**src/rtl/pew_pkg.sv**
```systemverilog
// pew_pkg: shared types, constants and the rounding helper
// used by the weight engine, its multiplier and its divider
package pew_pkg;

    localparam int W_COORD  = 32;
    localparam int W_DIFF   = 33;
    localparam int W_WEIGHT = 48;
    localparam int W_PROD   = 96;
    localparam int W_ACC    = 100;
    localparam int W_NUM    = 64;

    localparam logic signed [W_WEIGHT-1:0] ONE_Q24 = 48'sd16777216;
    localparam logic signed [W_WEIGHT-1:0] ONE_Q16 = 48'sd65536;
    localparam logic [W_WEIGHT-1:0] POS48 = 48'h7FFF_FFFF_FFFF;
    localparam logic [W_WEIGHT-1:0] NEG48 = 48'h8000_0000_0000;

    typedef struct packed {
        logic                       start;
        logic signed [W_WEIGHT-1:0] a;
        logic signed [W_WEIGHT-1:0] b;
    } t_mul_req;

    typedef struct packed {
        logic                     done;
        logic signed [W_PROD-1:0] prod;
    } t_mul_rsp;

    typedef struct packed {
        logic                       start;
        logic signed [W_WEIGHT-1:0] num;
        logic signed [W_DIFF-1:0]   den;
    } t_div_req;

    typedef struct packed {
        logic                       done;
        logic signed [W_WEIGHT-1:0] quot;
    } t_div_rsp;

    // round half up by 16 fraction bits, saturate to 48 bits; msb is the clip flag
    function automatic logic [W_WEIGHT:0] round_sat(input logic signed [W_ACC-1:0] a);
        logic signed [W_ACC-1:0] s;
        logic signed [W_ACC-1:0] t;
        logic [W_WEIGHT:0]       r;
        s = a + W_ACC'(32768);
        t = s >>> 16;
        if ((&t[W_ACC-1:W_WEIGHT-1]) || !(|t[W_ACC-1:W_WEIGHT-1])) begin
            r = {1'b0, t[W_WEIGHT-1:0]};
        end else if (t[W_ACC-1]) begin
            r = {1'b1, NEG48};
        end else begin
            r = {1'b1, POS48};
        end
        return r;
    endfunction

endpackage

```
**src/rtl/pew_mul.sv**
```systemverilog
// pew_mul: signed 48 x 48 multiplier, one 48 x 16 partial product a cycle
// depends on pew_pkg
module pew_mul (
    input  logic              i_clk,
    input  logic              i_rst_n,
    input  pew_pkg::t_mul_req i_req,
    output pew_pkg::t_mul_rsp o_rsp
);
    import pew_pkg::*;

    logic [W_WEIGHT-1:0] r_a;
    logic [W_WEIGHT-1:0] r_b;
    logic                r_neg;
    logic [1:0]          r_i;
    logic                r_busy;
    logic                r_done;
    logic [W_PROD-1:0]   r_p;
    logic [15:0]         s_chunk;
    logic [63:0]         s_pp;
    logic [W_PROD-1:0]   s_sh;

    always_comb begin
        case (r_i)
            2'd0:    s_chunk = r_b[15:0];
            2'd1:    s_chunk = r_b[31:16];
            default: s_chunk = r_b[47:32];
        endcase
        s_pp = r_a * s_chunk;
        case (r_i)
            2'd0:    s_sh = {32'b0, s_pp};
            2'd1:    s_sh = {16'b0, s_pp, 16'b0};
            default: s_sh = {s_pp, 32'b0};
        endcase
    end

    always_ff @(posedge i_clk) begin
        if (!i_rst_n) begin
            r_busy <= 1'b0;
            r_done <= 1'b0;
            r_i    <= 2'd0;
        end else begin
            r_done <= 1'b0;
            if (i_req.start) begin
                r_a    <= i_req.a[W_WEIGHT-1] ? W_WEIGHT'(-i_req.a) : i_req.a;
                r_b    <= i_req.b[W_WEIGHT-1] ? W_WEIGHT'(-i_req.b) : i_req.b;
                r_neg  <= i_req.a[W_WEIGHT-1] ^ i_req.b[W_WEIGHT-1];
                r_p    <= '0;
                r_i    <= 2'd0;
                r_busy <= 1'b1;
            end else if (r_busy) begin
                r_p <= r_p + s_sh;
                r_i <= r_i + 2'd1;
                if (r_i == 2'd2) begin
                    r_busy <= 1'b0;
                    r_done <= 1'b1;
                end
            end
        end
    end

    assign o_rsp.done = r_done;
    assign o_rsp.prod = r_neg ? W_PROD'(-r_p) : r_p;

endmodule

```
**config.mk**
```make
export PLATFORM = sky130hd
export DESIGN_NAME = pew_mul
export DESIGN_NICKNAME = d
export VERILOG_FILES = /design/src/rtl/pew_pkg.sv /design/src/rtl/pew_mul.sv
export SDC_FILE = /design/constraint.sdc
export NUM_CORES = 2
export LEC_CHECK = 0
export BUFFER_PORTS_ARGS = -buffer_cell sky130_fd_sc_hd__buf_2
export CAP_MARGIN = 25
export CORE_ASPECT_RATIO = 0.5
export CORE_MARGIN = 2
export CORE_UTILIZATION = 30
export CTS_CLUSTER_SIZE = 24
export DETAILED_ROUTE_END_ITERATION = 10
export PLACE_DENSITY = 0.53
export SLEW_MARGIN = 5
export SYNTH_ARGS = -nofsm -noshare
export SYNTH_HDL_FRONTEND = slang
export SYNTH_SLANG_ARGS = --single-unit
```
**constraint.sdc**
```tcl
create_clock -name i_clk -period 12.2 [get_ports i_clk]
set_input_delay 2.44 -clock i_clk [delete_from_list [all_inputs] [get_ports i_clk]]
set_output_delay 2.44 -clock i_clk [all_outputs]
set_load 0.005 [all_outputs]
```
---- Word-level counts from Yosys, hierarchy flattened ----
Index checks and enable logic that the tools add are counted.
word-level totals
  bits of input ports ..................... 99
  bits in registers ....................... 197
  logic and storage cells ................. 36
cells by class
  bitwise gates (word level) .............. 3
  $add $sub $neg .......................... 5
  reduce and logical (&&, ||, !) cells .... 6
  $mul .................................... 1
  multiplexer cells ....................... 10
  equal/unequal tests ..................... 2
operators with widths
  cell                   count
  $mux W96               2
  $pmux W96 S2           1
  $add A96 B96 Y96       1
  $neg A48 Y48           2
  $neg A96 Y96           1
  $mux W47               2
  $mul A48 B16 Y64       1
  $pmux W16 S2           1
  $mux W1                4
  $reduce_and A2 Y1      2
  $reduce_or A3 Y1       1
  $add A2 B1 Y2 const B  1
  $eq A2 B1 Y1 const B   1
  $eq A2 B2 Y1 const B   1
  $logic_not A2 Y1       1
  $not A1 Y1             2
  $reduce_bool A2 Y1     1
  $reduce_or A2 Y1       1
  $xor A1 B1 Y1          1

---- Logic depth before layout (Yosys ltp) ----
  word-level depth ........................ 6
  depth in mapped cells ................... 49
  mapped depth without buffers ............ 44

---- Least setup slack after synthesis ----
No wires, ideal clock.
  path type ............................... register to register
  start point ............................. register r_i[1]
  end point ............................... register r_p[91], data pin
  arrival time ............................ 10.636 ns
  setup slack ............................. 1.304 ns
  path buffers ............................ 5
  cell stages (with the launch flop) ...... 46
  library setup time ...................... 0.260 ns
  cells stage by stage .................... dfxtp_1 -> inv_1 -> ha_1 -> clkinv_1 -> nand2_1 -> clkbuf_1 -> buf_1 -> nor2_1 -> nor2_1 -> clkbuf_1 -> clkbuf_1 -> nand2_1 -> fa_1 -> inv_1 -> fa_1 -> inv_1 -> fa_1 -> inv_1 -> [10 not listed] -> o21ai_0 -> a311oi_1 -> a311oi_1 -> a41o_1 -> a221o_1 -> ha_1 -> clkbuf_1 -> nand4_1 -> nor4_1 -> a221oi_1 -> o21a_1 -> a211oi_1 -> o22a_1 -> a31oi_1 -> o21ai_0 -> a21boi_0 -> o31a_1 -> mux2_2
between the ends
  word-level cells in the longest chain between the ends .. 6
  elaborated cells between the ends (all ways) .. 7
  classes of those cells .................. add/sub (1); mul (1); eq/ne (1); mux (3); reduce/logical (1)
RTL lines
  element                                                  RTL line                      text
  from (decl)                                              pew_mul.sv:14                 logic [1:0] r_i;
  from (signal assigned)                                   pew_mul.sv:52                 r_i <= r_i + 2'd1;
  $eq A2 B1 Y1 / $logic_not A2 Y1 (equally long branches)  pew_mul.sv:23, pew_mul.sv:29
  $pmux W16 S2                                             pew_mul.sv:23                 case (r_i)
  $mul A48 B16 Y64                                         pew_mul.sv:28                 s_pp = r_a * s_chunk;
  $pmux W96 S2 *                                           pew_mul.sv:29                 case (r_i)
  $add A96 B96 Y96 *                                       pew_mul.sv:51                 r_p <= r_p + s_sh;
  $mux W96 *                                               pew_mul.sv:50                 end else if (r_busy) begin
  to (signal assigned)                                     pew_mul.sv:51
  to (decl)                                                pew_mul.sv:17                 logic [W_PROD-1:0] r_p;
Every way passes the cells marked *; elsewhere a longest branch is shown, timed or not. The select of a mux whose other input is x is not followed.
A chain may end at the register's enable or synchronous reset.

---- Final worst setup path ----
  start point ............................. register r_i[0]
  end point ............................... register r_p[93], data pin
The elaborated chain is that of the path after synthesis.

==> flow_summary.json <==
{
  "fin_skew_ns": 0.0349,
  "r2r-start": "r_i[0]",
  "grt_use_total_pct": 21.3,
  "critPathKind": "reg -> reg",
  "max_stage_delay_ns": 0.67,
  "dp_slack_ns": 0.0526,
  "synth_area_leaders": "fa_1 (31%), edfxtp_1 (14%), inv_1 (7.2%)",
  "dr_total_vias": 35151,
  "cts_inserted_buffers": 17,
  "async_flop_share_pct": 0,
  "r2r-end": "r_p[93]",
  "globalplace.congestion": 0.964,
  "grt_overflow_total": 0,
  "ys_warn_count": 0,
  "reg2reg_setup_slack_ns": 0.47,
  "crit_start": "r_i[0]",
  "cts.clk_slew.worst_paths_ns": 0.08,
  "min_period_ns": 11.73,
  "period_share_pct": 96.1,
  "hpwl_microns": 120000,
  "core_area_sq_um": 138000,
  "die_height_microns": 268,
  "worstSetupEndpoint": "r_p[93]",
  "die_w_microns": 532,
  "io_pins": 196,
  "netlist_area_sq_um": 41700,
  "synth_seq_area_share_pct": 14.1,
  "std_cell_rows": 96,
  "hold_path.class": "reg -> reg",
  "fin_nets": 5938,
  "fmax_ghz": 0.0853,
  "drv_slew": 0,
  "setup_viol": 0,
  "numClockSinks": 197,
  "worst_setup_path_start_kind": "register",
  "worstPathMaxFanout": 48,
  "drc": 0,
  "antenna_found_initial": 5,
  "slowest_stage": "xor2_1",
  "totalWireLength_microns": 151000,
  "endpoint_kind": "register",
  "cts_htree_levels": 4,
  "grt_max_degree": 77,
  "synth_common_cells": "inv_1 (797), nand2_1 (745), fa_1 (643), and2_1 (279), xnor2_1 (262)",
  "tightest_slew_ns": 1.01,
  "synth_cell_types": 81,
  "rsz0062_at_grt": "yes",
  "clk_latency_ns": 0.57,
  "avgSynthCellArea_sq_um": 8.49,
  "firstDrtPassIters": 6,
  "cts_tree": "built",
  "clockBufferDepth": 2,
  "reg2regPathDepth": 41,
  "cts_hold_buf": 0,
  "max_slew_margin_pct": 32.9,
  "syn_inst": 4915,
  "syn_nets": 5895,
  "synth_most_common_cell": "inv_1",
  "grt_first_pass_wirelength_microns": 230000,
  "max_cap_violations": 0,
  "synth_top_area_share_pct": 30.8,
  "ys_ff_latch": 197,
  "hold_violations": 0,
  "diodes": 0,
  "status": "finished clean",
  "area_growth_pct": 9.68,
  "min_from": "r_i[1]",
  "yosys_most_used_dff": "edfxtp_1",
  "dieArea_sq_um": 142000,
  "initial_core_util_pct": 30.3,
  "yosysTopAreaCell": "fa_1",
  "ant_nets": 0,
  "io_buffer_count": 195,
  "drt_iter0_markers": 3360,
  "crit_required_ns": 12.51,
  "worst_ep_arrival_time_ns": 12.03,
  "layout-drive-gt1-share_pct": 7.91,
  "via_per_inst": 5.14,
  "synth-edff-count": 193,
  "grt_pass1_vias": 36300,
  "wl_per_cell_microns": 22.0,
  "cts-root-buf": "clkbuf_16",
  "fin_ws_ns": 0.474
}
layout make-up:
cell class / count / area (sq um)
clock buffers: 19 / 433
flip-flops and latches: 197 / 5880
well taps: 1862 / 2330
clock inverters: 13 / 134
fillers: 14483 / 91900
multi-input cells: 3658 / 32100
inverters: 798 / 3000
repair buffers: 286 / 1900
placed cells by master, fill, tap and decap left out, types with 15 or more instances in the layout:
cell,n
nand2b_1,30
a22o_1,26
a22oi_1,17
nor2_1,223
buf_4,74
inv_1,797
o21a_1,15
xnor2_1,261
o21bai_1,44
a21oi_1,233
and3_1,27
xor2_1,64
edfxtp_1,193
and2_1,278
or4_1,33
o41ai_1,33
buf_2,194
fa_1,643
o31ai_1,65
clkbuf_16,17
a31oi_1,27
nand2_1,745
o21ai_0,172
or3_1,20
ha_1,234
a21o_1,95
buf_12,16
nand4_1,57
nor2_4,18
nand3_1,35
nor3_1,46
sequential cells by signal, indices dropped and copies added, names as in the netlist:
name / count
r_a: 48
r_b: 48
r_busy: 1
r_done: 1
r_i: 2
r_neg: 1
r_p: 96
repair_timing:
item                       CTS  global route
setup buffers                0             1
cloned                       0             0
pin swaps                    0             2
setup endpoints to repair    1            22
resized for setup            1            26
through the flow:
stage / TNS [ns] / hold WS [ns] / std cells / instance area [sq um] / utilization [%]
after floorplan: 0 / 0.487 / 4915 / 41700 / -
after global placement: -0.0189 / 0.509 / 6797 / 45000 / 32.7
after detailed placement: 0 / 0.534 / 6799 / 45100 / 32.7
after CTS: 0 / 0.546 / 6831 / 45600 / 33.2
after global routing: -0.0415 / 0.625 / 6833 / 45800 / 33.3
final: 0 / 0.569 / 6833 / 45800 / 33.3
logic make-up (layout without fill, tap and decap cells):
logic type | Yosys count | in the layout | share of synthesized area, %
adder cells (fa/ha/maj) | 881 | 881 | 38.0
XOR/XNOR | 327 | 327 | 6.86
AND/OR/NAND/NOR | 1584 | 1584 | 17.9
multiplexers | 10 | 10 | 0.255
flip-flops | 197 | 197 | 14.1
AO/OA/AOI/OAI | 856 | 856 | 13.4
buffers and inverters | 1060 | 1116 | 9.59
critical path, delay by kind of cell (launching register included):
kind            cells  cell delay, ns
xor+xnor            1            0.67
mux                 1            0.37
flops               1            0.36
simple gates        4            0.90
fa+ha+maj           9            4.20
compound gates     18            4.07
buf+inv             8            0.86
worst min-delay path by stage:
stage | to | slack, ns | depth (start not counted)
3_3_place_gp | r_i[1] | 0.51 | 2
3_5_place_dp | r_i[0] | 0.53 | 2
2_1_floorplan | r_i[1] | 0.49 | 2
6_report | r_i[1] | 0.57 | 2
5_1_grt | r_done | 0.63 | 1
4_1_cts | r_i[0] | 0.55 | 2
layer usage:
metal | up-vias | global-route usage [%] | part of all wire [%]
met4 | 2 | 6.33 | 2.9
met5 | - | 0 | 0.0080
li1 | 15915 | - | -
met1 | 17868 | 30.7 | 47
met3 | 178 | 3.38 | 6.6
met2 | 1188 | 32.8 | 44
Power is not shown: default switching activity piles up to over one toggle a cycle in this logic, so the estimate is an artifact.
