`src/rtl/pew_pkg.sv`:
```
// pew_pkg: shared types, constants and the rounding helper
// used by the weight engine, its multiplier and its divider
package pew_pkg;

    localparam int W_COORD  = 32;
    localparam int W_DIFF   = 33;
    localparam int W_WEIGHT = 48;
    localparam int W_PROD   = 96;
    localparam int W_ACC    = 100;
    localparam int W_NUM    = 64;

    localparam logic signed [W_WEIGHT-1:0] ONE_Q24 = 48'sd16777216;
    localparam logic signed [W_WEIGHT-1:0] ONE_Q16 = 48'sd65536;
    localparam logic [W_WEIGHT-1:0] POS48 = 48'h7FFF_FFFF_FFFF;
    localparam logic [W_WEIGHT-1:0] NEG48 = 48'h8000_0000_0000;

    typedef struct packed {
        logic                       start;
        logic signed [W_WEIGHT-1:0] a;
        logic signed [W_WEIGHT-1:0] b;
    } t_mul_req;

    typedef struct packed {
        logic                     done;
        logic signed [W_PROD-1:0] prod;
    } t_mul_rsp;

    typedef struct packed {
        logic                       start;
        logic signed [W_WEIGHT-1:0] num;
        logic signed [W_DIFF-1:0]   den;
    } t_div_req;

    typedef struct packed {
        logic                       done;
        logic signed [W_WEIGHT-1:0] quot;
    } t_div_rsp;

    // round half up by 16 fraction bits, saturate to 48 bits; msb is the clip flag
    function automatic logic [W_WEIGHT:0] round_sat(input logic signed [W_ACC-1:0] a);
        logic signed [W_ACC-1:0] s;
        logic signed [W_ACC-1:0] t;
        logic [W_WEIGHT:0]       r;
        s = a + W_ACC'(32768);
        t = s >>> 16;
        if ((&t[W_ACC-1:W_WEIGHT-1]) || !(|t[W_ACC-1:W_WEIGHT-1])) begin
            r = {1'b0, t[W_WEIGHT-1:0]};
        end else if (t[W_ACC-1]) begin
            r = {1'b1, NEG48};
        end else begin
            r = {1'b1, POS48};
        end
        return r;
    endfunction

endpackage

```
`src/rtl/pew_div.sv`:
```
// pew_div: restoring divider, q24.24 by q16.16, one quotient bit a cycle
// rounds half away from zero and saturates; depends on pew_pkg
module pew_div (
    input  logic              i_clk,
    input  logic              i_rst_n,
    input  pew_pkg::t_div_req i_req,
    output pew_pkg::t_div_rsp o_rsp
);
    import pew_pkg::*;

    logic [W_NUM-1:0]    r_n;
    logic [W_DIFF-1:0]   r_den;
    logic [W_DIFF-1:0]   r_rem;
    logic                r_neg;
    logic [5:0]          r_cnt;
    logic                r_busy;
    logic                r_done;
    logic [W_DIFF:0]     s_rem2;
    logic [W_DIFF:0]     s_sub;
    logic [W_WEIGHT-1:0] s_mag;
    logic [W_DIFF-1:0]   s_dmag;

    assign s_mag  = i_req.num[W_WEIGHT-1] ? W_WEIGHT'(-i_req.num) : i_req.num;
    assign s_dmag = i_req.den[W_DIFF-1] ? W_DIFF'(-i_req.den) : i_req.den;
    assign s_rem2 = {r_rem, r_n[W_NUM-1]};
    assign s_sub  = s_rem2 - {1'b0, r_den};

    always_ff @(posedge i_clk) begin
        if (!i_rst_n) begin
            r_busy <= 1'b0;
            r_done <= 1'b0;
            r_cnt  <= '0;
        end else begin
            r_done <= 1'b0;
            if (i_req.start) begin
                r_n    <= {s_mag, 16'b0} + W_NUM'(s_dmag >> 1);
                r_den  <= s_dmag;
                r_rem  <= '0;
                r_neg  <= i_req.num[W_WEIGHT-1] ^ i_req.den[W_DIFF-1];
                r_cnt  <= '0;
                r_busy <= 1'b1;
            end else if (r_busy) begin
                if (!s_sub[W_DIFF]) begin
                    r_rem <= s_sub[W_DIFF-1:0];
                    r_n   <= {r_n[W_NUM-2:0], 1'b1};
                end else begin
                    r_rem <= s_rem2[W_DIFF-1:0];
                    r_n   <= {r_n[W_NUM-2:0], 1'b0};
                end
                r_cnt <= r_cnt + 6'd1;
                if (&r_cnt) begin
                    r_busy <= 1'b0;
                    r_done <= 1'b1;
                end
            end
        end
    end

    always_comb begin
        o_rsp.done = r_done;
        if (r_neg) begin
            if (r_n > W_NUM'(NEG48)) o_rsp.quot = NEG48;
            else                     o_rsp.quot = W_WEIGHT'(-r_n[W_WEIGHT-1:0]);
        end else begin
            if (r_n > W_NUM'(POS48)) o_rsp.quot = POS48;
            else                     o_rsp.quot = r_n[W_WEIGHT-1:0];
        end
    end

endmodule

```
`config.mk`:
```
export PLATFORM = sky130hd
export DESIGN_NAME = pew_div
export DESIGN_NICKNAME = d
export VERILOG_FILES = /design/src/rtl/pew_pkg.sv /design/src/rtl/pew_div.sv
export SDC_FILE = /design/constraint.sdc
export NUM_CORES = 1
export LEC_CHECK = 0
export ABC_AREA = 1
export BUFFER_PORTS_ARGS = -buffer_cell sky130_fd_sc_hd__buf_4
export CAP_MARGIN = 25
export CORE_AREA = 2 2 188 190
export DETAILED_ROUTE_END_ITERATION = 6
export DIE_AREA = 0 0 190 192
export PLACE_DENSITY = 0.54
export SETUP_SLACK_MARGIN = 0.15
export SYNTH_ARGS = -nofsm -noshare
export SYNTH_HDL_FRONTEND = slang
export SYNTH_SLANG_ARGS = --single-unit
```
`constraint.sdc`:
```
create_clock -name i_clk -period 4.8 [get_ports i_clk]
set_clock_uncertainty 0.05 [all_clocks]
set_input_delay 0.48 -clock i_clk [delete_from_list [all_inputs] [get_ports i_clk]]
set_output_delay 0.48 -clock i_clk [all_outputs]
set_load 0.01 [all_outputs]
```
Word-level counts from Yosys, hierarchy flattened
Cells that the tools add are included.
- $add $sub $neg: 6
- $mul: 0
- div/mod/pow operators: 0
- order comparisons: 2
- equality and inequality tests: 0
- shift-type cells: 0
- muxes and demuxes: 14
- bitwise logic cells: 3
- reductions and logical operators: 6
- operators with widths (kind ; count):
    two-way mux 48 bit ; 4
    two-way mux 64 bit ; 2
    two-way mux 33 bit ; 3
    negator 48 bit ; 2
    adder 64 x 32 -> 64 bit ; 1
    > comparator 64 x 47 -> 1 bit (second input constant) ; 1
    > comparator 64 x 48 -> 1 bit (second input constant) ; 1
    subtractor 34 x 33 -> 34 bit ; 1
    negator 33 bit ; 1
    adder 6 x 1 -> 6 bit (second input constant) ; 1
    AND reduction 6 bit ; 1
    two-way mux 1 bit ; 5
    AND reduction 2 bit ; 2
    OR reduction 3 bit ; 1
    NOT 1 bit ; 2
    nonzero test 2 bit ; 1
    OR reduction 2 bit ; 1
    bitwise XOR 1 bit ; 1
- bits in registers: 139
- bits in latches: 0
- RAM bits: 0
- ROM bits: 0
- logic and storage cells: 38
- memories: 0

Depth between registers and ports, before layout
Gate-level depths: netlist of run 1.
- depth in word-level cells: 4
- gate-level depth with buffers: 28
- mapped depth without buffers: 28

Worst setup path before layout of run 1
No wires, ideal clock.
- kind: input port to flip-flop
- from: input i_req[1] in the netlist's numbering
- to: register r_n[36] (data pin)
- arrival: 3716 ps
- data required time: 4481 ps
- setup slack: 766 ps
- stages on the path: 27
- cells stage by stage: nor3_1 -> nand2_1 -> nor3_2 -> nand3_1 -> nor2_1 -> nand3_1 -> nor3_1 -> or2_2 -> xor2_1 -> ha_1 -> inv_1 -> fa_1 -> inv_1 -> nand3_1 -> nand2_1 -> a31oi_1 -> o21ai_0 -> nand4_1 -> nand2_2 -> nand2_1 -> nand2_2 -> nand2_1 -> nand2_2 -> buf_6 -> nand3_1 -> nand3_1 -> o21ai_0
- cells in the longest elaborated chain, start to end: 4
- RTL lines (element ; line ; source):
    start, declared ; pew_div.sv:6 ; input pew_pkg::t_div_req i_req,
    negator 33 bit ; pew_div.sv:24 ; assign s_dmag = i_req.den[W_DIFF-1] ? W_DIFF'(-i_req.den) : i_req.den;
    two-way mux 33 bit ; pew_div.sv:24 ;
    net s_dmag[17] ; pew_div.sv:21 ; logic [W_DIFF-1:0] s_dmag;
    adder 64 x 32 -> 64 bit ; pew_div.sv:36 ; r_n <= {s_mag, 16'b0} + W_NUM'(s_dmag >> 1);
    two-way mux 64 bit ; pew_div.sv:35 ; if (i_req.start) begin
    end signal, assigned ; pew_div.sv:36 ;
    end signal, assigned ; pew_div.sv:45 ; r_n <= {r_n[W_NUM-2:0], 1'b1};
    end signal, assigned ; pew_div.sv:48 ; r_n <= {r_n[W_NUM-2:0], 1'b0};
    end, declared ; pew_div.sv:11 ; logic [W_NUM-1:0] r_n;
The timed path passes the listed nets, and every way through them passes these cells.
A chain may end at the register's enable or synchronous reset.

==> impl_metrics.py, run 1 <==
metrics = {
    "clocking": {
        "numCtsBuffers": 17,
        "cts.sinks": 139,
        "post-cts-setup-buffers": 0,
        "cts_htree_levels": 4,
        "ctsResizeCount": 0,
        "hold_buffers": 0,
        "cts_tree": "done",
        "clkTransAtPathRegs_ns": 0.06,
        "clk_latency_ns": 0.43,
        "root_buffer": "clkbuf_16",
        "clockBufferDepth": 2,
    },
    "setup_path": {
        "slowest_delay_ns": 0.42,
        "crit_type": "reg -> out",
        "crit_fanout": 45,
        "rr_endpoint": "r_rem[18]",
        "reg2reg_depth": 10,
        "rr_startpoint": "r_den[0]",
        "path_buf_inv": 3,
        "r2r_slack_ns": 1.57,
        "cp-start-kind": "flop",
        "cp.required_ns": 4.27,
        "crit_path_top_delay_cell": "edfxtp_1",
        "cp_top_family": "simple AND/OR/NAND/NOR gates",
        "cp-end-kind": "primary output",
        "crit_chain": "inv_1 > ha_1 > nand4_4 > nor3b_2 > nand2_2 > nor3_4 > nand2_2 > nor2_4 > nand4_4 > o31ai_4 > nand2_4 > inv_1 > nand2_1 > nand2_1 > buf_4",
        "cp.arrival_ns": 3.76,
    },
    "logic_synthesis": {
        "synth-seq-cells": 139,
        "synthMuxAreaShare_pct": 0,
        "synthAdderAreaFrac_pct": 5.06,
        "synthCells": 1959,
        "synth-simple-area-share_pct": 33.2,
        "synth_cell_types": 62,
        "synth.cell_area_um2": 13700,
        "synth_edf_count": 131,
        "ys_warn_count": 0,
        "synth_nets": 2097,
        "synthXorXnorAreaFrac_pct": 8.89,
        "async_reset_ff_share_pct": 0,
        "synthFlopType": "edfxtp_1",
        "synth_compound_gate_area_share_pct": 14.3,
        "synth_top_family_by_area": "simple AND/OR/NAND/NOR gates",
        "avgSynthCellArea_um2": 6.97,
        "ys_seq_area_share_pct": 30.0,
    },
    "sta": {
        "rsz0062_at_grt": "false",
        "relSlewSlack_pct": 44.8,
        "worst_pin_slew_ns": 0.828,
        "fmax_ghz": 0.233,
        "setup_viol": 0,
        "post-route-period-util_pct": 89.5,
        "drv_slew": 0,
        "setup_tns_ns": 0,
        "hold_viol": 0,
        "period_needed_ns": 4.29,
    },
    "placed_design": {
        "port_buffers": 132,
        "placed_cells": 2503,
        "globalplace.congestion": 0.909,
        "dp.final_hpwl_mm": 34.8,
        "place_area_um2": 15100,
    },
    "cells_and_area": {
        "instances_no_fill": 2535,
        "n_antenna_cell": 0,
        "area_growth_pct": 14.9,
        "nNetsFinal": 2206,
        "drive_gt1_share_pct": 14.4,
        "design_area_um2": 15700,
        "utilization_pct": 45.8,
    },
    "routing": {
        "final_antenna_net_count": 0,
        "drt_iter0_drc": 1084,
        "met2WireLength_mm": 21.6,
        "wl_per_cell_um": 17.2,
        "routed_wl_mm": 43.6,
        "viasPerCell": 5.25,
        "topRoutingLayerUsed": "met4",
        "drcViolationCount": 0,
        "dr.pass1.iters": 6,
        "vias": 13300,
        "met1_length_mm": 18.7,
        "routed-wl-met3_mm": 2.14,
    },
    "status": {
        "status": "finished, final reports clean",
    },
    "global_routing": {
        "gr-usage-all-layers_pct": 24.2,
        "grt.overflow.total": 0,
        "grt_max_degree": 73,
        "grt_antenna_before_repair": 1,
        "grt_pass1_vias": 12800,
        "grt_pass1_wl_mm": 68.5,
    },
    "power": {
        "switchingPower_w": 0.00170,
        "swShare_pct": 37.3,
        "pwr-share-comb_pct": 35.2,
        "leakage_nw": 6.89,
        "p_clk_share_pct": 29.0,
        "intPower_w": 0.00286,
        "sequentialPowerShare_pct": 35.8,
        "ir_worst_vdd_mv": 0.247,
        "power.density_nw_per_um2": 291,
    },
    "floorplan": {
        "die_h_um": 192,
        "fp.dieW_um": 190,
        "start_util_pct": 39.8,
        "io_pins": 133,
        "dieArea_um2": 36500,
        "coreArea_um2": 34300,
        "placementRows": 68,
    },
    "worst_hold_path": {
        "min_to": "r_den[0]",
        "worstHoldStart": "i_req[0]",
        "hold_path.class": "in -> reg",
        "hold_depth": 1,
    },
    "run": {
        "drv_cap": 0,
    },
}
-- layer usage --
layer  vias up  track usage, %
met5         -               0
met4         0            7.39
met3        57            3.87
met2       330            43.2
met1      6166            29.9
li1       6748               -
-- layout by cell type (no fill, tap or decap), types with 17 or more instances in the layout --
cell,count
nand2_1,476
inv_1,231
nor2_1,190
o21ai_0,149
buf_4,139
edfxtp_1,131
nand3_1,129
xor2_1,94
a21oi_1,92
ha_1,52
xnor2_1,41
o21ai_1,41
nand4_1,33
nor3_1,27
nand2_2,23
nor4_1,22
o21ai_2,21
nor2_2,20
clkbuf_16,17
-- cells by family (layout without fill, tap and decap cells) --
group | Yosys count | in the layout
xor+xnor | 137 | 137
simple gates | 981 | 981
buf+inv | 298 | 419
flops | 139 | 139
fa+ha+maj | 54 | 54
compound gates | 350 | 350
-- area by class of cell --
class / instances / area [um2]
fill: 3613 / 18600
inverter: 246 / 925
clock buffer: 18 / 429
timing repair buffer: 142 / 1120
tap: 455 / 569
clock inverter: 13 / 144
multi-input combinational: 1522 / 8420
sequential: 139 / 4090
-- cells in the mapped netlist (12+ instances only) --
cell	n	area share [%]
nand2_1	477	13
inv_1	232	6.4
nor2_1	190	5.2
o21ai_0	150	5.5
edfxtp_1	131	29
nand3_1	129	4.7
xor2_1	94	6.0
a21oi_1	92	3.4
ha_1	52	4.8
o21ai_1	41	1.5
xnor2_1	41	2.6
nand4_1	33	1.5
clkbuf_1	30	0.82
nor3_1	28	1.0
nand2_2	24	1.1
nor4_1	22	1.0
nor2_2	20	0.92
o21ai_2	20	1.3
inv_2	12	0.33
-- metrics by stage --
step | setup WS, ns | total power (W) | hold WS (ns)
after floorplan | 0.766 | 0.00274 | 0.372
after CTS | 0.480 | 0.00458 | 0.183
after global routing | 0.173 | 0.00485 | 0.184
final | 0.506 | 0.00457 | 0.200
after global placement | 0.0791 | 0.00323 | 0.385
after detailed placement | 0.0626 | 0.00325 | 0.391
-- sequential cells by signal (all words and copies together) (netlist names) --
| register | flops |
|---|---|
| r_neg | 1 |
| r_cnt | 6 |
| r_busy | 1 |
| r_n | 64 |
| r_rem | 33 |
| r_done | 1 |
| r_den | 33 |
-- power groups by stage --
stage,sequential [W],combinational [W],clock (W)
finish,0.00164,0.00161,0.00132
CTS,0.00164,0.00160,0.00135
detailed placement,0.00166,0.00159,0
floorplan,0.00162,0.00112,0
global placement,0.00166,0.00157,0
global route,0.00166,0.00181,0.00139
-- worst max path at each step --
stage             start   endpoint  cells past startpoint
6_report         r_n[0]  o_rsp[46]                     15
2_1_floorplan  i_req[1]    r_n[36]                     27
3_3_place_gp   i_req[1]    r_n[48]                     29
4_1_cts        i_req[1]    r_n[36]                     27
3_5_place_dp   i_req[1]    r_n[36]                     27
5_1_grt        i_req[1]    r_n[36]                     27
(Power assumes the default switching activity.)
==> inputs of run 2 (changes only) <==
--- a/config.mk
+++ b/config.mk
@@ -5,13 +5,12 @@
 export SDC_FILE = /design/constraint.sdc
 export NUM_CORES = 1
 export LEC_CHECK = 0
-export ABC_AREA = 1
 export BUFFER_PORTS_ARGS = -buffer_cell sky130_fd_sc_hd__buf_4
 export CAP_MARGIN = 25
-export CORE_AREA = 2 2 188 190
+export CORE_AREA = 2 2 148 150
 export DETAILED_ROUTE_END_ITERATION = 6
-export DIE_AREA = 0 0 190 192
-export PLACE_DENSITY = 0.54
+export DIE_AREA = 0 0 150 152
+export PLACE_DENSITY = 0.77
 export SETUP_SLACK_MARGIN = 0.15
 export SYNTH_ARGS = -nofsm -noshare
 export SYNTH_HDL_FRONTEND = slang
==> run 2 against run 1 <==
Net effect: clock power increased by 3%; critical path depth decreased by 2; first-iteration DRC count is 5.9% lower; largest cell class unchanged; highest routed layer unchanged.
==> impl_metrics.py, run 2 <==
metrics = {
    "logic_synthesis": {
        "avgSynthCellArea_um2": 8.78,
        "yosys.area.top_type": "edfxtp_1",
        "synthTopCellsByCount": "147 x nor2_1, 131 x edfxtp_1, 111 x nand2_1",
        "ys_seq_area_share_pct": 32.7,
        "async_reset_ff_share_pct": 0,
        "synth_top_area_share_pct": 31.5,
        "synthFlopType": "edfxtp_1",
        "ys_warn_count": 0,
        "synth_area_leaders": "edfxtp_1 31%, xnor2_1 6.3%, ha_1 5.2%",
        "synthCells": 1424,
        "synth_cell_types": 85,
        "synth_edf_count": 131,
        "synth.cell_area_um2": 12500,
        "synth_nets": 1562,
        "synth-seq-cells": 139,
        "yosysMostFrequentCell": "nor2_1",
    },
    "clocking": {
        "clkTransAtPathRegs_ns": 0.06,
        "cts.sinks": 139,
        "root_buffer": "clkbuf_16",
        "clk_latency_ns": 0.43,
        "numCtsBuffers": 17,
        "cts_htree_levels": 4,
        "cts_tree": "done",
        "hold_buffers": 0,
        "clockBufferDepth": 2,
    },
    "setup_path": {
        "cp.depth": 13,
        "rr_startpoint": "r_rem[13]",
        "cp.arrival_ns": 4.19,
        "cp-start-kind": "flop",
        "cp.required_ns": 4.27,
        "crit_path_top_delay_cell": "or4_4",
        "crit_chain": "or4_4 > nand3b_1 > or3_4 > or3_4 > nor4_4 > buf_4 > nand3b_1 > a21o_1 > or2_4 > buf_12 > o311ai_0 > buf_4 > buf_4",
        "crit_type": "reg -> out",
        "path_buf_inv": 4,
        "cp_top_family": "simple AND/OR/NAND/NOR gates",
        "timing.critical_path.from": "r_n[15]",
        "crit_fanout": 8,
        "reg2reg_depth": 13,
        "cp-end-kind": "primary output",
        "slowest_delay_ns": 0.57,
        "critPathMostFrequentCell": "buf_4",
    },
    "global_routing": {
        "grt_max_degree": 87,
        "grt_antenna_before_repair": 0,
        "gr-usage-all-layers_pct": 30.5,
        "grt_pass1_vias": 11100,
        "grt.overflow.total": 0,
        "grt_pass1_wl_mm": 55.7,
    },
    "sta": {
        "fmax_ghz": 0.212,
        "drv_slew": 0,
        "period_needed_ns": 4.72,
        "relSlewSlack_pct": 32.3,
        "setup_tns_ns": 0,
        "hold_viol": 0,
        "post-route-period-util_pct": 98.4,
        "worst_pin_slew_ns": 1.02,
        "rsz0062_at_grt": "true",
        "setup_viol": 0,
    },
    "power": {
        "power.density_nw_per_um2": 296,
        "ir_worst_vdd_mv": 0.252,
        "leakage_nw": 5.94,
    },
    "worst_hold_path": {
        "hold_path.class": "in -> reg",
        "hold_depth": 1,
        "worstHoldStart": "i_req[0]",
    },
    "placed_design": {
        "placed_cells": 1858,
        "port_buffers": 132,
        "dp.final_hpwl_mm": 26.3,
        "globalplace.congestion": 0.934,
    },
    "floorplan": {
        "die_h_um": 152,
        "coreArea_um2": 21400,
        "io_pins": 133,
        "start_util_pct": 58.6,
        "dieArea_um2": 22800,
        "fp.dieW_um": 150,
        "placementRows": 54,
    },
    "cells_and_area": {
        "reg_top3": "r_n (64), r_den (33), r_rem (33)",
        "drive_gt1_share_pct": 24.6,
        "n_antenna_cell": 0,
        "final_cell_mix": "237 x buf_4, 147 x nor2_1, 131 x edfxtp_1",
        "final_common_cell": "buf_4",
        "largest_reg_flops": 64,
        "top_register": "r_n",
        "area_growth_pct": 22.3,
        "instances_no_fill": 1906,
        "utilization_pct": 71.6,
        "n_fill_cell": 1670,
        "nNetsFinal": 1751,
    },
    "routing": {
        "wl_per_cell_um": 19.0,
        "final_antenna_net_count": 0,
        "dr.pass1.iters": 6,
        "vias": 12000,
        "viasPerCell": 6.31,
        "drcViolationCount": 0,
        "drt_iter0_drc": 1020,
        "routed_wl_mm": 36.3,
    },
    "run": {
        "drv_cap": 0,
    },
    "status": {
        "status": "finished, final reports clean",
    },
}
run 2: power by group:
part | internal [W] | leakage, nW | switching (W)
Combinational | 0.000722 | 4.35 | 0.000855
Sequential | 0.00149 | 1.31 | 0.0000954
Clock | 0.000818 | 0.275 | 0.000545
Total | 0.00303 | 5.94 | 0.00150
run 2: final timing paths:
| kind | endpoint | slack [ns] |
|---|---|---|
| worst min-delay path | r_den[0] | 0.23 |
| worst max register to register | r_rem[11] | 0.50 |
| worst min register to register | r_cnt[5] | 0.44 |
| worst max-delay path | o_rsp[27] | 0.08 |
run 2: cell families (layout without fill, tap and decap cells):
logic type | Yosys count | in the layout | synth area share [%]
DFF | 139 | 139 | 32.7
and+or+nand+nor | 527 | 527 | 22.3
adders and majority gates | 56 | 56 | 5.68
xor gates and xnor gates | 145 | 145 | 10.2
buffers and inverters | 144 | 346 | 4.99
AOI/OAI and AO/OA | 344 | 344 | 18.2
muxes | 69 | 69 | 5.93
run 2: repair_timing:
action                                 4_1_cts  5_1_grt
buffers inserted                             3       11
gates cloned                                 0        2
resized for setup                           21       49
setup endpoints to repair                   36       67
endpoints found under the hold margin        0        0
pin swaps                                    1       17
run 2: routing by layer:
metal | up-vias | share of wire (%) | GRT usage, %
met4 | 0 | 4.4 | 13.9
met5 | - | 0 | 0
met2 | 535 | 49 | 51.7
met3 | 111 | 6.4 | 3.99
li1 | 5664 | - | -
met1 | 5719 | 40 | 38.6
run 2: cell type report:
class,instances,area [um2],share of cell area (%)
Multi-Input combinational cell,1141,8110,53.0
Sequential cell,139,4090,26.8
Timing Repair Buffer,241,1870,12.2
Clock buffer,18,429,2.81
Tap cell,280,350,2.29
Inverter,73,274,1.79
Clock inverter,14,171,1.12
run 2: worst register-to-register path, cell delays in order (launching register included):
cell	delay, ns
edfxtp_1	0.39
ha_1	0.37
a211oi_1	0.35
nand3_1	0.13
a2111oi_0	0.51
a21boi_0	0.30
a2111oi_0	0.47
buf_4	0.19
nor3_1	0.07
a31o_2	0.29
a211o_1	0.38
buf_12	0.21
mux2i_1	0.24
nor2_1	0.07
run 2: per-stage QoR:
stage / hold WS [ns] / area (um2) / worst slack (ns) / total power, W
global placement: 0.421 / 14300 / -0.146 / 0.00307
global route: 0.219 / 15300 / 0.0294 / 0.00472
CTS: 0.217 / 14900 / 0.139 / 0.00448
floorplan: 0.408 / 12600 / 0.157 / 0.00258
detailed placement: 0.437 / 14300 / -0.219 / 0.00311
finish: 0.229 / 15300 / 0.0766 / 0.00452
